**config.mk**
```make
export PLATFORM = sky130hd
export DESIGN_NAME = tlv_packet_parser_top
export DESIGN_NICKNAME = d
export VERILOG_FILES = /design/src/rtl/tlvp_pkg.sv /design/src/rtl/tlvp_core.sv /design/src/rtl/tlvp_queue.sv /design/src/rtl/tlv_packet_parser_top.sv
export SDC_FILE = /design/constraint.sdc
export NUM_CORES = 2
export LEC_CHECK = 0
export BUFFER_PORTS_ARGS = -buffer_cell sky130_fd_sc_hd__buf_4
export CORE_MARGIN = 8
export CORE_UTILIZATION = 39
export CTS_CLUSTER_DIAMETER = 150
export DETAILED_ROUTE_END_ITERATION = 8
export PLACE_DENSITY_LB_ADDON = 0.1
export RECOVER_POWER = 100
export SLEW_MARGIN = 0
export SYNTH_ARGS = -nofsm -noshare
export SYNTH_HDL_FRONTEND = slang
export SYNTH_SLANG_ARGS = --single-unit
```
**constraint.sdc**
```tcl
create_clock -name clk -period 6 [get_ports clk]
set_clock_uncertainty 0.1 [all_clocks]
set_input_delay 0.6 -clock clk [delete_from_list [all_inputs] [get_ports clk]]
set_output_delay 0.6 -clock clk [all_outputs]
set_load 0.02 [all_outputs]
```
**src/rtl/tlvp_pkg.sv**
```systemverilog
package tlvp_pkg;

	// record kinds, carried on m_tuser
	localparam logic KIND_FIELD  = 1'b0;
	localparam logic KIND_STATUS = 1'b1;

	// type byte decoding
	localparam logic [7:0]  WIDTH_MASK    = 8'h0F;
	localparam logic [7:0]  TEXT_TYPE_MIN = 8'h10;
	// bit n set: a width nibble of n is not allowed (only 1, 2, 4, 8 are)
	localparam logic [15:0] BAD_WIDTH     = 16'b1111_1110_1110_1001;

	// header: main id and assist id, two bytes each
	localparam int HDR_BYTES = 4;

	// result queue depth, room for two records from one item
	localparam int QUEUE_DEPTH = 4;

	// packed result data width: 170 bits of fields, padded to bytes
	localparam int OUT_TDATA_W = 176;

	typedef struct packed {
		logic        kind;
		logic [7:0]  key;
		logic        is_text;
		logic [31:0] offset;
		logic [31:0] length;
		logic [63:0] number;
		logic [15:0] main_id;
		logic [15:0] assist_id;
		logic        valid;
		logic        eor;
	} rec_t;

	// records pushed by one accepted item
	typedef struct packed {
		logic first;
		logic second;
	} push_t;

endpackage

```
**src/rtl/tlvp_core.sv**
```systemverilog
module tlvp_core #(
	parameter int OFFSET_BITS = 32
) (
	input  logic             clk,
	input  logic             arst_n,
	input  logic             cfg_wr_en,
	input  logic [15:0]      cfg_wr_data,
	input  logic             accept,
	input  logic [7:0]       data_byte,
	input  logic             last_byte,
	output tlvp_pkg::rec_t   rec0,
	output tlvp_pkg::rec_t   rec1,
	output tlvp_pkg::push_t  push
);

	localparam logic [2:0] PH_START  = 3'd0;
	localparam logic [2:0] PH_SKIP   = 3'd1;
	localparam logic [2:0] PH_HEADER = 3'd2;
	localparam logic [2:0] PH_TYPE   = 3'd3;
	localparam logic [2:0] PH_KEY    = 3'd4;
	localparam logic [2:0] PH_NUMBER = 3'd5;
	localparam logic [2:0] PH_PREFIX = 3'd6;
	localparam logic [2:0] PH_TEXT   = 3'd7;

	localparam int CW = (OFFSET_BITS + 1 > 32) ? OFFSET_BITS + 1 : 32;
	localparam logic [63:0] OFF_MAX = (OFFSET_BITS >= 64) ? {64{1'b1}} :
		((64'd1 << OFFSET_BITS) - 64'd1);

	logic [15:0]            skip_cfg_q;
	logic [2:0]             phase_q, phase_n;
	logic [15:0]            skip_left_q, skip_left_n;
	logic [OFFSET_BITS-1:0] pos_q, pos_n;
	logic [3:0]             sub_q, sub_n;
	logic [3:0]             width_q, width_n;
	logic                   text_q, text_n;
	logic [7:0]             key_q, key_n;
	logic [63:0]            acc_q, acc_n;
	logic [OFFSET_BITS-1:0] left_q, left_n;
	logic [15:0]            main_q, main_n;
	logic [15:0]            assist_q, assist_n;
	logic                   err_q, err_n;
	logic                   done_q, done_n;

	logic                   made;
	tlvp_pkg::rec_t         fld_rec;
	tlvp_pkg::rec_t         sts_rec;

	// OR a byte into one byte lane of the accumulator
	function automatic logic [63:0] lane_or(input logic [63:0] acc, input logic [7:0] b,
			input logic [2:0] lane);
		logic [63:0] r;
		r = acc;
		for (int i = 0; i < 8; i++) begin
			if (lane == 3'(i)) begin
				r[8*i +: 8] = acc[8*i +: 8] | b;
			end
		end
		return r;
	endfunction

	// next state and field record for the byte on the input
	always_comb begin
		logic            consumed;
		logic [CW-1:0]   pos_ext;
		logic [OFFSET_BITS-1:0] left_dec;
		phase_n   = phase_q;
		skip_left_n = skip_left_q;
		pos_n     = pos_q;
		sub_n     = sub_q;
		width_n   = width_q;
		text_n    = text_q;
		key_n     = key_q;
		acc_n     = acc_q;
		left_n    = left_q;
		main_n    = main_q;
		assist_n  = assist_q;
		err_n     = err_q;
		done_n    = done_q;
		made      = 1'b0;
		consumed  = 1'b0;
		pos_ext   = CW'(pos_q);
		left_dec  = left_q - OFFSET_BITS'(left_q != '0);
		fld_rec   = '0;
		fld_rec.kind = tlvp_pkg::KIND_FIELD;
		fld_rec.key  = key_q;
		fld_rec.eor  = !last_byte;

		if (!err_q) begin
			// discard the leading bytes
			if (phase_q == PH_START) begin
				skip_left_n = skip_cfg_q;
				if (skip_cfg_q != '0) begin
					skip_left_n = skip_cfg_q - 16'd1;
					consumed    = 1'b1;
					phase_n     = (skip_cfg_q != 16'd1) ? PH_SKIP : PH_HEADER;
				end else begin
					phase_n = PH_HEADER;
				end
				sub_n = '0;
				acc_n = '0;
			end else if (phase_q == PH_SKIP) begin
				if (skip_left_q != '0) begin
					skip_left_n = skip_left_q - 16'd1;
				end
				consumed = 1'b1;
				if (skip_left_n == '0) begin
					phase_n = PH_HEADER;
				end
			end

			if (!consumed) begin
				// saturate the byte position
				if (pos_q != '1) begin
					pos_n = pos_q + OFFSET_BITS'(1);
				end
				case (phase_n)
					PH_HEADER: begin
						acc_n = lane_or(acc_n, data_byte, {1'b0, sub_n[1:0]});
						sub_n = sub_n + 4'd1;
						if (sub_n >= 4'(tlvp_pkg::HDR_BYTES)) begin
							main_n   = acc_n[15:0];
							assist_n = acc_n[31:16];
							acc_n    = '0;
							sub_n    = '0;
							done_n   = 1'b0;
							phase_n  = PH_TYPE;
						end
					end
					PH_TYPE: begin
						done_n = 1'b0;
						if (tlvp_pkg::BAD_WIDTH[data_byte[3:0]]) begin
							err_n = 1'b1;
						end else begin
							width_n = 4'(data_byte & tlvp_pkg::WIDTH_MASK);
							text_n  = data_byte > tlvp_pkg::TEXT_TYPE_MIN;
							phase_n = PH_KEY;
						end
					end
					PH_KEY: begin
						key_n   = data_byte;
						acc_n   = '0;
						sub_n   = '0;
						phase_n = text_q ? PH_PREFIX : PH_NUMBER;
					end
					PH_NUMBER: begin
						acc_n = lane_or(acc_q, data_byte, sub_q[2:0]);
						sub_n = sub_q + 4'd1;
						if (sub_n >= width_q) begin
							made           = 1'b1;
							fld_rec.offset = 32'(pos_ext + CW'(1) - CW'(width_q));
							fld_rec.length = 32'(width_q);
							fld_rec.number = acc_n;
							done_n         = 1'b1;
							phase_n        = PH_TYPE;
						end
					end
					PH_PREFIX: begin
						acc_n = lane_or(acc_q, data_byte, sub_q[2:0]);
						sub_n = sub_q + 4'd1;
						if (sub_n >= width_q) begin
							// zero or over-range length ends the packet parse
							if (acc_n == '0 || acc_n > OFF_MAX) begin
								err_n  = 1'b1;
								done_n = 1'b0;
							end else begin
								left_n  = acc_n[OFFSET_BITS-1:0];
								phase_n = PH_TEXT;
							end
						end
					end
					PH_TEXT: begin
						left_n = left_dec;
						if (left_dec == '0) begin
							made            = 1'b1;
							fld_rec.is_text = 1'b1;
							fld_rec.offset  = 32'(pos_ext + CW'(1) -
								CW'(acc_q[OFFSET_BITS-1:0]));
							fld_rec.length  = acc_q[31:0];
							done_n          = 1'b1;
							phase_n         = PH_TYPE;
						end
					end
					default: begin
					end
				endcase
			end
		end
	end

	// status record from the state left by this byte
	always_comb begin
		sts_rec           = '0;
		sts_rec.kind      = tlvp_pkg::KIND_STATUS;
		sts_rec.main_id   = main_n;
		sts_rec.assist_id = assist_n;
		sts_rec.valid     = done_n && !err_n;
		sts_rec.eor       = 1'b1;
	end

	assign rec0        = made ? fld_rec : sts_rec;
	assign rec1        = sts_rec;
	assign push.first  = accept && (made || last_byte);
	assign push.second = accept && made && last_byte;

	// hold the skip register
	always_ff @(posedge clk or negedge arst_n) begin
		if (!arst_n) begin
			skip_cfg_q <= '0;
		end else if (cfg_wr_en) begin
			skip_cfg_q <= cfg_wr_data;
		end
	end

	// advance parse state; clear it after the last byte
	always_ff @(posedge clk or negedge arst_n) begin
		if (!arst_n) begin
			phase_q     <= PH_START;
			skip_left_q <= '0;
			pos_q       <= '0;
			sub_q       <= '0;
			width_q     <= '0;
			text_q      <= 1'b0;
			key_q       <= '0;
			acc_q       <= '0;
			left_q      <= '0;
			main_q      <= '0;
			assist_q    <= '0;
			err_q       <= 1'b0;
			done_q      <= 1'b0;
		end else if (accept) begin
			if (last_byte) begin
				phase_q     <= PH_START;
				skip_left_q <= '0;
				pos_q       <= '0;
				sub_q       <= '0;
				width_q     <= '0;
				text_q      <= 1'b0;
				key_q       <= '0;
				acc_q       <= '0;
				left_q      <= '0;
				main_q      <= '0;
				assist_q    <= '0;
				err_q       <= 1'b0;
				done_q      <= 1'b0;
			end else begin
				phase_q     <= phase_n;
				skip_left_q <= skip_left_n;
				pos_q       <= pos_n;
				sub_q       <= sub_n;
				width_q     <= width_n;
				text_q      <= text_n;
				key_q       <= key_n;
				acc_q       <= acc_n;
				left_q      <= left_n;
				main_q      <= main_n;
				assist_q    <= assist_n;
				err_q       <= err_n;
				done_q      <= done_n;
			end
		end
	end

endmodule

```
**src/rtl/tlvp_queue.sv**
```systemverilog
module tlvp_queue (
	input  logic            clk,
	input  logic            arst_n,
	input  tlvp_pkg::rec_t  rec0,
	input  tlvp_pkg::rec_t  rec1,
	input  tlvp_pkg::push_t push,
	output logic            room,
	output logic            head_valid,
	output tlvp_pkg::rec_t  head,
	input  logic            pop_ready
);

	localparam int DEPTH = tlvp_pkg::QUEUE_DEPTH;
	localparam int AW    = $clog2(DEPTH);
	localparam int CNTW  = $clog2(DEPTH + 1);

	tlvp_pkg::rec_t  entry_q [DEPTH];
	logic [AW-1:0]   wr_ptr_q;
	logic [AW-1:0]   rd_ptr_q;
	logic [CNTW-1:0] count_q;
	logic            pop;

	assign head_valid = count_q != '0;
	assign head       = entry_q[rd_ptr_q];
	assign pop        = head_valid && pop_ready;
	// take an item only with room for both of its records
	assign room       = count_q <= CNTW'(DEPTH - 2);

	// write up to two records per cycle
	always_ff @(posedge clk) begin
		if (push.first) begin
			entry_q[wr_ptr_q] <= rec0;
		end
		if (push.second) begin
			entry_q[wr_ptr_q + AW'(1)] <= rec1;
		end
	end

	// advance pointers and fill count
	always_ff @(posedge clk or negedge arst_n) begin
		if (!arst_n) begin
			wr_ptr_q <= '0;
			rd_ptr_q <= '0;
			count_q  <= '0;
		end else begin
			wr_ptr_q <= wr_ptr_q + AW'(push.first) + AW'(push.second);
			rd_ptr_q <= rd_ptr_q + AW'(pop);
			count_q  <= count_q + CNTW'(push.first) + CNTW'(push.second) - CNTW'(pop);
		end
	end

endmodule

```
**src/rtl/tlv_packet_parser_top.sv**
```systemverilog
// Channel   Dir  Handshake          Payload
// s_        in   s_tvalid/s_tready  s_tdata: data_byte; s_tlast: last_byte
// m_        out  m_tvalid/m_tready  m_tdata: field record or status;
//                                   m_tuser: record_kind; m_tlast: end_of_run
// cfg_      in   cfg_wr_en          cfg_wr_data: skip_bytes
//
// One byte is accepted per cycle; its state update is done in the same cycle
// and its records go into a four-entry result queue, so a record can be seen
// on m_ the cycle after its byte. A last byte that closes a field makes two
// records; the queue drains one record per cycle while m_tready is high.
// s_tready drops while the queue has room for fewer than two records.
// arst_n clears the parse state, the skip register and the queue.
module tlv_packet_parser_top #(
	parameter int OFFSET_BITS = 32
) (
	input  logic        clk,
	input  logic        arst_n,
	input  logic        s_tvalid,
	output logic        s_tready,
	input  logic [7:0]  s_tdata,   // [7:0] data_byte
	input  logic        s_tlast,
	output logic        m_tvalid,
	input  logic        m_tready,
	// [7:0] field_key, [8] is_text, [40:9] value_offset, [72:41] value_length,
	// [136:73] number_value, [152:137] main_id, [168:153] assist_id,
	// [169] packet_valid, [175:170] zero
	output logic [tlvp_pkg::OUT_TDATA_W-1:0] m_tdata,
	output logic        m_tuser,   // [0] record_kind
	output logic        m_tlast,
	input  logic        cfg_wr_en,
	input  logic [15:0] cfg_wr_data
);

	tlvp_pkg::rec_t  rec0;
	tlvp_pkg::rec_t  rec1;
	tlvp_pkg::push_t push;
	tlvp_pkg::rec_t  head;
	logic            room;
	logic            accept;

	assign s_tready = room;
	assign accept   = s_tvalid && room;

	tlvp_core #(
		.OFFSET_BITS(OFFSET_BITS)
	) u_core (
		.clk         (clk),
		.arst_n      (arst_n),
		.cfg_wr_en   (cfg_wr_en),
		.cfg_wr_data (cfg_wr_data),
		.accept      (accept),
		.data_byte   (s_tdata),
		.last_byte   (s_tlast),
		.rec0        (rec0),
		.rec1        (rec1),
		.push        (push)
	);

	tlvp_queue u_queue (
		.clk        (clk),
		.arst_n     (arst_n),
		.rec0       (rec0),
		.rec1       (rec1),
		.push       (push),
		.room       (room),
		.head_valid (m_tvalid),
		.head       (head),
		.pop_ready  (m_tready)
	);

	// pack the head record
	assign m_tdata = {6'b0, head.valid, head.assist_id, head.main_id, head.number,
		head.length, head.offset, head.is_text, head.key};
	assign m_tuser = head.kind;
	assign m_tlast = head.eor;

endmodule
```
After elaboration in Yosys (flattened, before gate mapping)
Memory sizes are Yosys's and may differ from the RTL's.
Index checks and enable logic that the tools add are counted.
{"block": "word_totals", "regBits": 221, "ram_bits": 688, "rom_bits": 16, "in_bits": 30, "output_inout_bits": 180, "wordCells": 257, "n_memories": 2}
{"block": "op_classes", "addsub": 16, "magnitude_cmp": 6, "n_eq_ne": 24, "muxes": 148, "bitwise": 12, "reduce_logical": 32}
{"name": "u_queue.entry_q", "depth": 4, "word_bits": 172, "read_ports": 1, "rd_ports_with_merged_regs": 0, "wr": 2, "line_no": "tlvp_queue.sv:17", "rtl": "tlvp_pkg::rec_t entry_q [DEPTH];"}
{"name": "(no name shown)", "depth": 16, "word_bits": 1, "read_ports": 1, "rd_ports_with_merged_regs": 0, "wr": 0, "line_no": "tlvp_core.sv:131", "rtl": "if (tlvp_pkg::BAD_WIDTH[data_byte[3:0]]) begin"}
{"operator": "64-bit two-way mux", "count": 7}
{"operator": "8-bit two-way mux", "count": 40}
{"operator": "16-bit two-way mux", "count": 19}
{"operator": "32-bit two-way mux", "count": 9}
{"operator": "129-bit two-way mux", "count": 2}
{"operator": "64-bit one-hot mux with 4 select lines", "count": 1}
{"operator": "172-bit two-way mux", "count": 1}
{"operator": "128-bit two-way mux", "count": 1}
{"operator": "64-bit one-hot mux with 2 select lines", "count": 1}
{"operator": "8-bit OR", "count": 12}
{"operator": "65-bit two-way mux", "count": 1}
{"operator": "32-bit by 1-bit adder with 32-bit output, second input constant", "count": 2}
{"operator": "64-bit by 32-bit > comparator with 1-bit output, second input constant", "count": 1}
{"operator": "64-bit logical NOT", "count": 1}
{"operator": "32-bit one-hot mux with 2 select lines", "count": 1}
{"operator": "4-bit two-way mux", "count": 11}
{"operator": "3-bit two-way mux", "count": 14}
{"operator": "1-bit two-way mux", "count": 33}
{"operator": "32-bit logical NOT", "count": 1}
{"operator": "32-bit != test, second input constant", "count": 1}
{"operator": "16-bit nonzero test", "count": 2}
{"operator": "32-bit nonzero test", "count": 1}
{"operator": "16-bit by 1-bit subtractor with 16-bit output, second input constant", "count": 2}
{"operator": "32-bit by 1-bit subtractor with 32-bit output", "count": 1}
{"operator": "other kinds (40)", "count": 73}

Depth between registers and ports, before layout
{"block": "depth", "depth_word": 24, "mapped_depth": 23, "ltp_nobuf": 19}

By module
From an unflattened synthesis, not the netlist that was laid out.
{"block": "hier_totals", "hier_cells": 4165, "hier_area_um2": 52394.0}
{"module": "tlvp_queue", "instances": 1, "cells_each": 1698, "area_per_inst_um2": 33898.8}
{"module": "tlvp_core", "instances": 1, "cells_each": 2459, "area_per_inst_um2": 18440.2}
{"module": "tlv_packet_parser_top", "instances": 1, "cells_each": 8, "area_per_inst_um2": 55.1}

Worst setup path after synthesis
OpenSTA, ideal clock, no wires.
{"block": "synth_timing", "kind": "flip-flop to flip-flop", "startpoint": "register u_core.left_q[9]", "endpoint": "memory u_queue.entry_q[0][10] in the netlist's numbering (enable)", "setup_ns": 0.388, "t_arrival_ns": 6.178, "required_ns": 5.512, "path_slack_ns": -0.666, "path_stages_with_launch": 24, "path_buffers": 6, "synth_period_minus_slack_ns": 6.666, "cell_sequence": "dfrtp_1 -> buf_2 -> or4_4 -> or3_1 -> or2_1 -> clkbuf_1 -> or3_1 -> ha_1 -> ha_1 -> nor3b_1 -> o211ai_1 -> a32oi_1 -> a221o_1 -> or4_1 -> or4b_1 -> buf_2 -> a21oi_2 -> buf_4 -> nand3_1 -> nor2_1 -> nor2_1 -> buf_2 -> buf_2 -> inv_1"}
{"element": "start: declaration", "line_no": "tlvp_core.sv:38", "rtl": "logic [OFFSET_BITS-1:0] left_q, left_n;"}
{"element": "start signal: assignment", "line_no": "tlvp_core.sv:254", "rtl": "left_q <= left_n;"}
{"element": "end: declaration", "line_no": "tlvp_queue.sv:17"}

==> flow_metrics.py <==
metrics = {
    "worst_setup_path": {
        "end_kind": "register",
        "r2r_start": "u_core.left_q[17]$_DFFE_PN0P_",
        "crit_family": "simple AND/OR/NAND/NOR gates",
        "startpoint": "u_core.left_q[17]$_DFFE_PN0P_",
        "cp_slowest_cell": "or4_4",
        "cp.buffers_inverters": 2,
        "crit_path_max_fanout": 31,
        "worst_ep_arrival_time_ns": 6.33,
        "max_stage_delay_ns": 0.56,
        "path_cells": "or4_4 -> or3_4 -> or2_1 -> or3_1 -> ha_2 -> ha_4 -> nor3b_4 -> o211ai_1 -> a32oi_1 -> a221o_1 -> or4_1 -> or4b_4 -> a21oi_4 -> o21ai_4 -> buf_4 -> or3_2 -> buf_4 -> o2bb2ai_1",
        "startpoint_type": "register",
        "cp_common_cell": "buf_4",
        "path_class": "reg -> reg",
        "worstPathRequired_ns": 6.50,
    },
    "route": {
        "via_per_inst": 5.989,
        "drt_pass1_iterations": 6,
        "drc": 0,
        "num_vias": 35240,
        "drt_iter0_drc": 3500,
        "wl_per_cell_um": 26.49,
        "ant_nets": 0,
        "drt-total-wl_um": 155800,
    },
    "hold_path": {
        "hp-class": "in -> reg",
        "holdCritStartpoint": "cfg_wr_data[0]",
    },
    "sta": {
        "period_share_pct": 97.12,
        "post-route-min-period_ns": 5.827,
        "slew_headroom_pct": -75.51,
        "hold_violations": 0,
        "whs_ns": 0.04510,
        "rsz0062_at_grt": "true",
        "slew_violations": 293,
        "tns_ns": 0,
        "clock.fmax_mhz": 171.6,
        "finalWorstSetupSlack_ns": 0.1726,
        "setup_viol": 0,
        "worst_slew_pin_slew_ns": 2.633,
    },
    "floorplan": {
        "start_util_pct": 39.39,
        "rows": 121,
        "die_y_um": 347.8,
        "coreArea_mm2": 0.1090,
        "die-area_mm2": 0.1210,
        "die_w_um": 347.8,
        "io_pins": 210,
    },
    "cells_and_area": {
        "fill_cells": 10468,
        "drive_gt1_share_pct": 13.99,
        "final_nets": 4478,
        "syn_to_final_growth_pct": 15.32,
    },
    "grt": {
        "grt_pass1_wl_um": 233800,
        "grt_usage_pct": 24.95,
        "grt.overflow.total": 0,
        "antenna_found_initial": 0,
        "grt_max_degree": 142,
        "grt_pass1_vias": 34228,
    },
    "place": {
        "dp_slack_ns": 0.1363,
        "hpwlAfterDp_um": 107500,
        "io_buffers": 203,
        "gp_congestion": 0.9516,
    },
    "synth": {
        "synth_edf_count": 132,
        "syn_area_mm2": 0.04294,
        "synthTopCellsByArea": "dfxtp_1 26%, dfrtp_1 13%, edfxtp_1 9.2%, mux4_2 9.0%, a22o_1 8.1%",
        "yosysTopAreaCellShare_pct": 25.92,
        "postSynthCellCount": 4221,
        "seq_area_frac_synth_pct": 48.03,
        "synth_ff_type": "dfxtp_1",
        "ys_warn_count": 0,
        "ys_types": 79,
        "syn_area_per_cell_um2": 10.17,
        "async_reset_ff_share_pct": 24.31,
        "yosysTopAreaCell": "dfxtp_1",
        "synth_seq_cells": 909,
    },
    "clocking": {
        "clk_latency_ns": 0.71,
        "clockBufferDepth": 3,
        "cts.sinks": 909,
        "cts_root_buffer": "clkbuf_16",
        "clkTransAtPathRegs_ns": 0.06,
        "cts_tree": "yes",
        "h-tree-depth": 3,
        "cts_buffers": 102,
    },
    "power": {
        "ir_worst_vdd_v": 0.0003093,
        "power_density_mw_per_mm2": 417.9,
        "leakage_nw": 19.05,
    },
    "job": {
        "maxCapViolations": 5,
    },
    "run_status": {
        "run_status": "finished with violations",
        "violations": "max-capacitance violations, max-slew violations",
    },
}
[metal layers]
layer  track usage [%]  wire length [µm]  vias up
met4             8.037              5232        0
li1                  -                 -    16005
met2             37.79             69080     1336
met3             3.811             10260      226
met1             36.46             71270    17673
met5                 0                 0        -
[worst reg2reg max path: cells and delay by family, from the launching register on]
family / cells / cell delay (ns)
flops: 1 / 0.37
simple gates: 8 / 3.22
buf+inv: 2 / 0.49
compound gates: 6 / 1.11
fa+ha+maj: 2 / 0.42
[flip-flops by register name, indices dropped and copies added, names as in the netlist, 2 cells and up]
register	flops
u_core.pos_q	32
u_queue.count_q	3
u_core.sub_q	4
u_queue.wr_ptr_q	2
u_core.skip_cfg_q	16
u_queue.entry_q	688
u_core.skip_left_q	16
u_core.main_q	16
u_core.acc_q	64
u_core.assist_q	16
u_core.key_q	8
u_core.width_q	4
u_core.phase_q	3
u_core.left_q	32
u_queue.rd_ptr_q	2
[cell type report]
class                      count  area (µm²)  area share (%)
timing repair buffer         402        2705           5.463
sequential                   909       20630           41.66
inverter                     112       435.4          0.8793
tap                         1414        1769           3.573
antenna                        1       2.502        0.005054
clock buffer                 165        3107           6.274
clock inverter                24       188.9          0.3816
multi-input combinational   2857       20680           41.76
[power by group]
part / switching [mW] / internal, mW
clock: 2.62 / 3.54
combinational: 4.72 / 2.58
sequential: 0.686 / 6.55
[stage by stage]
| stage | total power, mW | utilization, % | cells | cell area, µm² |
|---|---|---|---|---|
| 2_1_floorplan | 11.95 | - | 4226 | 43090 |
| 6_report | 20.69 | 45.43 | 5884 | 49520 |
| 3_3_place_gp | 14.70 | 43.04 | 5691 | 46910 |
| 4_1_cts | 20.87 | 46.08 | 5882 | 50230 |
| 3_5_place_dp | 14.68 | 43.04 | 5691 | 46910 |
| 5_1_grt | 21.64 | 45.42 | 5883 | 49510 |
[synth_stat cells (29+ instances only)]
| master | n |
|---|---|
| xnor2_1 | 69 |
| dfxtp_1 | 556 |
| a211oi_1 | 31 |
| xor2_1 | 40 |
| buf_2 | 50 |
| mux2i_1 | 35 |
| inv_1 | 112 |
| mux4_2 | 172 |
| dfrtp_1 | 221 |
| nor3_1 | 67 |
| nor2_1 | 416 |
| buf_1 | 40 |
| nor4_1 | 50 |
| nand2_1 | 401 |
| clkbuf_1 | 242 |
| a21o_1 | 35 |
| o2bb2ai_1 | 92 |
| nand3_1 | 65 |
| a22oi_1 | 65 |
| ha_1 | 59 |
| o21ai_0 | 302 |
| a22o_1 | 396 |
| edfxtp_1 | 132 |
| a21oi_1 | 206 |
| nand4_1 | 29 |
[kinds of logic after synthesis]
| kind of cell | synth area share [%] |
|---|---|
| compound gates | 21.01 |
| simple gates | 12.14 |
| flops | 48.03 |
| buf+inv | 4.385 |
| mux | 10.23 |
| xor+xnor | 2.223 |
| fa+ha+maj | 1.976 |
| other cells | 0.008733 |
[timing repair]
| action | in CTS | in global routing |
|---|---|---|
| setup endpoints to repair | 0 | 557 |
| hold buffers | 2 | 0 |
| endpoints found under the hold margin | 26 | 0 |
| setup buffers | 0 | 1 |
| gates resized for setup | 0 | 10 |
[path summary, 6_finish.rpt]
| path | endpoint | slack, ns | cells past startpoint |
|---|---|---|---|
| hold reg to reg | u_queue.entry_q[0][171]$_SDFFE_PP1P_ | 0.34 | 2 |
| max in group asynchronous | u_core.key_q[5]$_DFFE_PN0P_ | 2.03 | 3 |
| hold / removal | u_core.skip_cfg_q[0]$_DFFE_PN0P_ | 0.05 | 3 |
| setup reg to reg | u_queue.entry_q[0][127]$_SDFFE_PP0P_ | 0.17 | 18 |
| min in group asynchronous | u_core.skip_cfg_q[3]$_DFFE_PN0P_ | 0.74 | 2 |
| setup / recovery | u_queue.entry_q[0][127]$_SDFFE_PP0P_ | 0.17 | 18 |
[cells in the final DEF, fill, tap and decap left out, types with 15 or more instances in the layout]
cell type    n
inv_1      108
o21ai_0    300
edfxtp_1   132
buf_12      28
clkbuf_16  105
o22ai_1     21
a21o_1      35
mux2i_1     35
nand4_1     29
nor4_1      49
o31ai_1     20
a22oi_1     65
xor2_1      39
mux4_2     172
dfxtp_1    556
nor2b_1     16
dfrtp_1    220
nor3_1      63
ha_1        57
clkbuf_1   207
a211oi_1    31
a22o_1     396
a31oi_1     23
clkbuf_8    25
nand2_1    399
and2_1      15
nor2_1     410
nand3_1     64
o2bb2ai_1   92
mux2_2      15
buf_4      182
a21oi_1    204
or3_1       18
xnor2_1     69
Power figures use the tool's default switching activity.
